--- src/rtl/sfb_pkg.sv ---
// Shared types and constants for the serial-bus slave frame buffer.
`default_nettype none

package sfb_pkg;

    localparam int FRAME_BYTES_DEF = 8;
    localparam int BYTE_W          = 8;
    localparam int SLOT_W          = 3;
    // Host-visible slots; the slot field reaches eight positions at most.
    localparam int HOST_SLOTS      = 1 << SLOT_W;

    typedef enum logic [1:0] {
        OP_BUS   = 2'd0,
        OP_WRITE = 2'd1,
        OP_READ  = 2'd2,
        OP_NONE  = 2'd3
    } t_op;

    typedef struct packed {
        t_op               operation;
        logic [BYTE_W-1:0] rx_byte;
        logic              collision;
        logic [SLOT_W-1:0] slot;
        logic [BYTE_W-1:0] tx_data;
    } t_item;

    typedef struct packed {
        logic [BYTE_W-1:0] tx_byte;
        logic              frame_ready;
        logic [BYTE_W-1:0] read_data;
        logic              reply_done;
    } t_result;

endpackage

`default_nettype wire

--- src/rtl/sfb_in_reg.sv ---
// Input register stage: holds one accepted item until the frame logic takes it.
`default_nettype none

module sfb_in_reg (
    input  wire logic           i_clk,
    input  wire logic           i_rst_n,
    input  wire logic           i_valid,
    output logic                o_ready,
    input  wire sfb_pkg::t_item i_item,
    output logic                o_valid,
    input  wire logic           i_take,
    output sfb_pkg::t_item      o_item
);

    logic           r_valid;
    sfb_pkg::t_item r_item;

    assign o_ready = !r_valid || i_take;
    assign o_valid = r_valid;
    assign o_item  = r_item;

    always_ff @(posedge i_clk) begin
        if (!i_rst_n) begin
            r_valid <= 1'b0;
        end else if (o_ready) begin
            r_valid <= i_valid;
        end
    end

    always_ff @(posedge i_clk) begin
        if (i_valid && o_ready) begin
            r_item <= i_item;
        end
    end

endmodule

`default_nettype wire

--- src/rtl/sfb_core.sv ---
// Frame state and per-item update: reply send, receive collection, host access.
`default_nettype none

module sfb_core #(
    parameter int FRAME_BYTES = sfb_pkg::FRAME_BYTES_DEF
) (
    input  wire logic           i_clk,
    input  wire logic           i_rst_n,
    input  wire logic           i_fire,
    input  wire sfb_pkg::t_item i_item,
    output sfb_pkg::t_result    o_result
);

    // Only the host-reachable slots are stored; the rest read as zero.
    localparam int Slots  = (FRAME_BYTES < sfb_pkg::HOST_SLOTS) ?
                            FRAME_BYTES : sfb_pkg::HOST_SLOTS;
    localparam int IDX_W  = $clog2(Slots);
    localparam int POS_W  = $clog2(FRAME_BYTES);
    localparam int CNT_W  = $clog2(FRAME_BYTES + 1);
    localparam int BYTE_W = sfb_pkg::BYTE_W;

    logic [BYTE_W-1:0] r_rx_frame [Slots];
    logic [BYTE_W-1:0] n_rx_frame [Slots];
    logic [BYTE_W-1:0] r_reply    [Slots];
    logic [BYTE_W-1:0] n_reply    [Slots];
    logic [CNT_W-1:0]  r_count;
    logic [CNT_W-1:0]  n_count;
    logic              r_flag;
    logic              n_flag;
    logic [POS_W-1:0]  r_pos;
    logic [POS_W-1:0]  n_pos;

    logic              flag_set;
    logic              slot_ok;

    always_comb begin
        n_rx_frame = r_rx_frame;
        n_reply    = r_reply;
        n_count    = r_count;
        n_flag     = r_flag;
        n_pos      = r_pos;
        flag_set   = 1'b0;
        slot_ok    = (32'(i_item.slot) < Slots);

        o_result.tx_byte    = '0;
        o_result.read_data  = '0;
        o_result.reply_done = 1'b0;

        case (i_item.operation)
            sfb_pkg::OP_BUS: begin
                if (r_reply[0] != '0) begin
                    if (32'(r_pos) < Slots) begin
                        o_result.tx_byte = r_reply[r_pos[IDX_W-1:0]];
                    end
                    if (!i_item.collision) begin
                        if (r_pos == POS_W'(FRAME_BYTES - 1)) begin
                            // last byte sent: disarm and restart receive
                            n_pos               = '0;
                            n_count             = '0;
                            n_reply[0]          = '0;
                            o_result.reply_done = 1'b1;
                        end else begin
                            n_pos = r_pos + 1'b1;
                        end
                    end
                end else begin
                    flag_set = r_flag || (i_item.rx_byte != '0);
                    n_flag   = flag_set;
                    if (flag_set && (r_count < CNT_W'(FRAME_BYTES))) begin
                        if (32'(r_count) < Slots) begin
                            n_rx_frame[r_count[IDX_W-1:0]] = i_item.rx_byte;
                        end
                        n_count = r_count + 1'b1;
                    end
                    if (n_count == CNT_W'(FRAME_BYTES)) begin
                        n_flag = 1'b0;
                    end
                end
            end
            sfb_pkg::OP_WRITE: begin
                if (slot_ok) begin
                    n_reply[i_item.slot[IDX_W-1:0]] = i_item.tx_data;
                end
            end
            sfb_pkg::OP_READ: begin
                if (slot_ok) begin
                    o_result.read_data = r_rx_frame[i_item.slot[IDX_W-1:0]];
                end
            end
            default: begin
            end
        endcase

        o_result.frame_ready = (n_reply[0] == '0) && (n_count == CNT_W'(FRAME_BYTES));
    end

    always_ff @(posedge i_clk) begin
        if (!i_rst_n) begin
            for (int k = 0; k < Slots; k++) begin
                r_rx_frame[k] <= '0;
                r_reply[k]    <= '0;
            end
            r_count <= '0;
            r_flag  <= 1'b0;
            r_pos   <= '0;
        end else if (i_fire) begin
            r_rx_frame <= n_rx_frame;
            r_reply    <= n_reply;
            r_count    <= n_count;
            r_flag     <= n_flag;
            r_pos      <= n_pos;
        end
    end

endmodule

`default_nettype wire

--- src/rtl/sfb_out_reg.sv ---
// Result register: holds one finished result until the receiver takes it.
`default_nettype none

module sfb_out_reg (
    input  wire logic             i_clk,
    input  wire logic             i_rst_n,
    input  wire logic             i_load,
    input  wire sfb_pkg::t_result i_result,
    output logic                  o_can_load,
    output logic                  o_valid,
    input  wire logic             i_ready,
    output sfb_pkg::t_result      o_result
);

    logic             r_valid;
    sfb_pkg::t_result r_result;

    assign o_can_load = !r_valid || i_ready;
    assign o_valid    = r_valid;
    assign o_result   = r_result;

    always_ff @(posedge i_clk) begin
        if (!i_rst_n) begin
            r_valid <= 1'b0;
        end else if (o_can_load) begin
            r_valid <= i_load;
        end
    end

    always_ff @(posedge i_clk) begin
        if (i_load && o_can_load) begin
            r_result <= i_result;
        end
    end

endmodule

`default_nettype wire

--- src/rtl/spi_slave_frame_buffer_top.sv ---
// Slave-side serial bus frame buffer: top level with input and result channels.
//
// Input channel (i_in_valid / o_in_ready) carries one item: a bus byte
// exchange, a host write of a reply slot, or a host read of a receive slot.
// Output channel (o_out_valid / i_out_ready) returns exactly one result per
// item, in order.
// An accepted item enters the input register; its result is loaded into the
// result register once that register has room, and o_out_valid then rises.
// Throughput: one item per cycle while the receiver takes results; the
// combinational frame update between the two registers sets that figure.
// A new item is taken while a finished result waits, as long as the input
// register is free or moves on in the same cycle.
// When the receiver stalls, the result register holds, the input register
// fills, and o_in_ready drops until the receiver takes the result.
// Reset (i_rst_n low, synchronous) empties both registers, clears the
// receive and reply frames, the receive count, the receive flag and the
// reply position.
`default_nettype none

module spi_slave_frame_buffer_top #(
    parameter int FRAME_BYTES = sfb_pkg::FRAME_BYTES_DEF
) (
    input  wire logic        i_clk,
    input  wire logic        i_rst_n,
    input  wire logic        i_in_valid,
    output logic             o_in_ready,
    input  wire logic [1:0]  i_operation,
    input  wire logic [7:0]  i_rx_byte,
    input  wire logic        i_collision,
    input  wire logic [2:0]  i_slot,
    input  wire logic [7:0]  i_tx_data,
    output logic             o_out_valid,
    input  wire logic        i_out_ready,
    output logic [7:0]       o_tx_byte,
    output logic             o_frame_ready,
    output logic [7:0]       o_read_data,
    output logic             o_reply_done
);

    sfb_pkg::t_item   in_item;
    sfb_pkg::t_item   held_item;
    sfb_pkg::t_result core_result;
    sfb_pkg::t_result out_result;
    logic             held_valid;
    logic             can_load;
    logic             fire;

    assign in_item.operation = sfb_pkg::t_op'(i_operation);
    assign in_item.rx_byte   = i_rx_byte;
    assign in_item.collision = i_collision;
    assign in_item.slot      = i_slot;
    assign in_item.tx_data   = i_tx_data;

    // advance the held item whenever the result register has room
    assign fire = held_valid && can_load;

    sfb_in_reg u_in_reg (
        .i_clk   (i_clk),
        .i_rst_n (i_rst_n),
        .i_valid (i_in_valid),
        .o_ready (o_in_ready),
        .i_item  (in_item),
        .o_valid (held_valid),
        .i_take  (can_load),
        .o_item  (held_item)
    );

    sfb_core #(
        .FRAME_BYTES (FRAME_BYTES)
    ) u_core (
        .i_clk    (i_clk),
        .i_rst_n  (i_rst_n),
        .i_fire   (fire),
        .i_item   (held_item),
        .o_result (core_result)
    );

    sfb_out_reg u_out_reg (
        .i_clk      (i_clk),
        .i_rst_n    (i_rst_n),
        .i_load     (held_valid),
        .i_result   (core_result),
        .o_can_load (can_load),
        .o_valid    (o_out_valid),
        .i_ready    (i_out_ready),
        .o_result   (out_result)
    );

    assign o_tx_byte     = out_result.tx_byte;
    assign o_frame_ready = out_result.frame_ready;
    assign o_read_data   = out_result.read_data;
    assign o_reply_done  = out_result.reply_done;

endmodule

`default_nettype wire
--- config.mk ---
export PLATFORM = sky130hd
export DESIGN_NAME = spi_slave_frame_buffer_top
export DESIGN_NICKNAME = d
export VERILOG_FILES = /design/src/rtl/sfb_pkg.sv /design/src/rtl/sfb_in_reg.sv /design/src/rtl/sfb_core.sv /design/src/rtl/sfb_out_reg.sv /design/src/rtl/spi_slave_frame_buffer_top.sv
export SDC_FILE = /design/constraint.sdc
export NUM_CORES = 1
export LEC_CHECK = 0
export ABC_CLOCK_PERIOD_IN_PS = 5200
export BUFFER_PORTS_ARGS = -buffer_cell sky130_fd_sc_hd__buf_4
export CORE_ASPECT_RATIO = 0.75
export CORE_MARGIN = 10
export CORE_UTILIZATION = 65
export CTS_BUF_LIST = sky130_fd_sc_hd__clkbuf_4 sky130_fd_sc_hd__clkbuf_8 sky130_fd_sc_hd__clkbuf_16
export DETAILED_ROUTE_END_ITERATION = 10
export GPL_TIMING_DRIVEN = 0
export PLACE_DENSITY_LB_ADDON = 0.3
export SETUP_SLACK_MARGIN = 0.2
export SKIP_CTS_REPAIR_TIMING = 1
export SLEW_MARGIN = 30
export SYNTH_ARGS = -nofsm -noshare
export SYNTH_HDL_FRONTEND = slang
export SYNTH_SLANG_ARGS = --single-unit
--- constraint.sdc ---
create_clock -name i_clk -period 5.2 [get_ports i_clk]
set_clock_uncertainty 0.2 [all_clocks]
set_input_delay 0.52 -clock i_clk [delete_from_list [all_inputs] [get_ports i_clk]]
set_output_delay 0.52 -clock i_clk [all_outputs]
set_load 0.02 [all_outputs]
==> results.tsv <==
metric	value	unit
wl	20700	um
floorplan.die.width	147	um
number_of_library_cell_types_mapped_by_synthesis	50	
timing.final.crit_period	3.03	ns
synth_ff_type	dfxtp_1	
synth_warnings	0	
synth_sequential_area_ratio	50.7	%
power.ir.vdd_worst	0.251	mV
crit_type	reg -> reg	
synth_edf_count	40	
whs	0.0591	ns
finalSetupViolations	0	
detailedRoute.firstIterationViolations	908	
pin_count_of_the_biggest_net_entering_global_routing	23	
flow.area_growth_from_synthesis	14.0	%
cp_launch_point	u_in_reg.o_item[9]$_DFFE_PP_	
synthTopCellsByArea	dfxtp_1, edfxtp_1, mux2i_1	
tritoncts_num_sinks	178	
timing.reg2reg.setup_slack	2.17	ns
timing.rr.start	u_in_reg.o_item[9]$_DFFE_PP_	
rsz_0062_raised_after_global_routing	false	
layout-drive-gt1-share	15.0	%
layoutNonFillerInstCount	961	
worst-slew-pin-transition	0.992	ns
cp.required	5.16	ns
post_synth_xor_area_fraction	0	%
die-height	115	um
worstRegToRegCells	7	
hold_path_class	in -> reg	
worst-path-max-fanout	10	
synth_cell_count_leaders	dfxtp_1, mux2i_1, nand2_1, nor2b_1, edfxtp_1	
busiest_layer	met2	
synth_simple_gate_area_share	16.2	%
h-tree-depth	4	
yosys.area.top_type	dfxtp_1	
synth.mux.area_fraction	21.0	%
design_power_total	2.83	mW
gp_routability_congestion	0.923	
synth_compound_gate_area_share	9.03	%
floorplan.io_pins	46	
p_per_area	318	nW/um^2
worstSetupEndpointType	register	
std_cell_rows	34	
globalRouteTotalUtil	24.6	%
grt_util_met1	33.3	%
synthesis.area	7820	sq um
post_synthesis_share_of_cell_area_spent_on_full_adders_half_adders_and_majority_gates	0.480	%
antenna-diode-count	0	
dr_total_vias	6023	
multi_input_comb_area	3650	sq um
cts_max_path_buffers	2	
syn_avg_cell_area	10.8	sq um
hold_viol	0	
cts-root-buf	clkbuf_16	
drv_slew	0	
rr_endpoint	u_out_reg.o_result[4]$_SDFFCE_PP0P_	
start_util	66.8	%
finish.net_count	815	
tritoncts.num_buffers	17	
detailed_place_hpwl	14400	um
placedCellCount	929	
worst_hold_path.num_cells	1	
final_antenna_net_count	0	
critPathLaunchType	register	
worst-endpoint-arrival	3.00	ns
post-route-period-util	58.4	%
dieArea	16900	sq um
holdPathEnd	u_in_reg.o_item[19]$_DFFE_PP_	
drt-vias-per-instance	6.27	
netlist_instances	723	
port_buffers	44	
post-synth-top-count-cell	dfxtp_1	
synth.ff_latch_count	178	
postLayoutCoreUtil	76.2	%
status	complete, no violations	
setup_total_negative_slack	0	ns
startpoint_of_the_tightest_hold_check_path	i_rx_byte[7]	
max_freq	330	MHz
core_area	11700	sq um
synth_async_sr_flop_share	0	%
nFillCells	758	
routed_wire_length_per_instance	21.5	um
max_cap_violations	0	
grt_pass1_wl	32300	um
global_route_met3_usage	10.1	%
synth_top_family_by_area	multiplexers	
grt_antenna_before_repair	0	
leakage_power	3.46	nW
cts.clk_slew.worst_paths	0.07	ns
synth_top_cell_area_share	35.3	%
via_count_of_the_first_global_routing_pass	5828	
total_grt_overflow	0	
clock_latency	0.43	ns
drc	0	
sequential_cell_area_in_the_final_layout	3960	sq um
drtPass1Iterations	5	
post_synthesis_net_count	752	
slew_headroom	33.5	%
cts_tree	done	
globalRouteMet2Util	35.8	%
cells in the final DEF, fill, tap and decap left out, types with 3 or more instances in the layout:
cell type	count
and2_1	5
a22oi_1	10
nand2_2	4
or3_1	4
edfxtp_1	40
nand3_2	3
and3_1	3
clkbuf_1	36
a221oi_1	4
nor3_2	3
nor4_1	4
o21ai_0	30
nand2b_1	6
nor2_1	31
nand2_1	107
buf_1	10
nor3_1	5
clkbuf_16	17
a21boi_0	27
nand3_1	8
a22o_1	8
buf_4	44
a21oi_1	14
mux4_2	20
inv_1	3
mux2_2	6
clkinv_2	4
ha_1	3
nor2b_1	49
mux2i_1	112
dfxtp_1	138
per-layer routing:
metal  wire length [um]  vias up
li1                   -     2718
met1               8780     2925
met2               8830      350
met3               2760       30
met4                308        0
met5                  0        -
critical path, cell delays in order, from the launching register on:
cell and delay, ns:
edfxtp_1 0.32, buf_2 0.25, buf_1 0.52, buf_1 0.60
mux2i_1 0.27, o21ai_0 0.09, o21ai_0 0.38, a21oi_1 0.13
final cells by class:
cell class	instances	share of cell area [%]
Clock buffer	20	5.10
Timing Repair Buffer	44	3.71
Inverter	3	0.126
Sequential cell	178	44.5
Tap cell	162	2.27
Buffer	49	2.18
Multi-Input combinational cell	493	40.9
Clock inverter	12	1.19
worst max-delay path by stage:
stage,slack (ns),depth (start not counted),to
2_1_floorplan,2.91,6,u_core.r_rx_frame[32]$_SDFFE_PN0P_
5_1_grt,2.07,5,u_core.r_rx_frame[15]$_SDFFE_PN0P_
4_1_cts,2.25,7,u_out_reg.o_result[4]$_SDFFCE_PP0P_
6_report,2.17,7,u_out_reg.o_result[4]$_SDFFCE_PP0P_
3_3_place_gp,2.30,7,u_out_reg.o_result[4]$_SDFFCE_PP0P_
3_5_place_dp,2.29,7,u_out_reg.o_result[4]$_SDFFCE_PP0P_
through the flow:
step / cell area, sq um / setup WS, ns
finish: 8910 / 2.17
global route: 8910 / 2.07
CTS: 8910 / 2.25
detailed placement: 8350 / 2.29
global placement: 8350 / 2.30
floorplan: 7820 / 2.91
kinds of logic after synthesis:
family / count (synthesis)
adders and majority gates: 3
and+or+nand+nor: 246
buffers and inverters: 52
DFF: 178
muxes: 138
AOI/OAI and AO/OA: 106
registers in the layout, indices dropped and copies added (netlist names):
| signal | cells |
|---|---|
| u_core.r_rx_frame | 64 |
| u_core.r_reply | 64 |
| u_in_reg.o_valid | 1 |
| u_in_reg.o_item | 22 |
| u_core.r_flag | 1 |
| u_core.r_pos | 3 |
| u_core.r_count | 4 |
| u_out_reg.o_valid | 1 |
| u_out_reg.o_result | 18 |
power by group:
part / switching [mW] / leakage, nW / internal, mW
sequential: 0.0126 / 1.50 / 1.43
clock: 0.543 / 0.278 / 0.683
combinational: 0.109 / 1.69 / 0.0522
total: 0.665 / 3.46 / 2.17
Note: power is estimated with default switching activity, not from simulation.
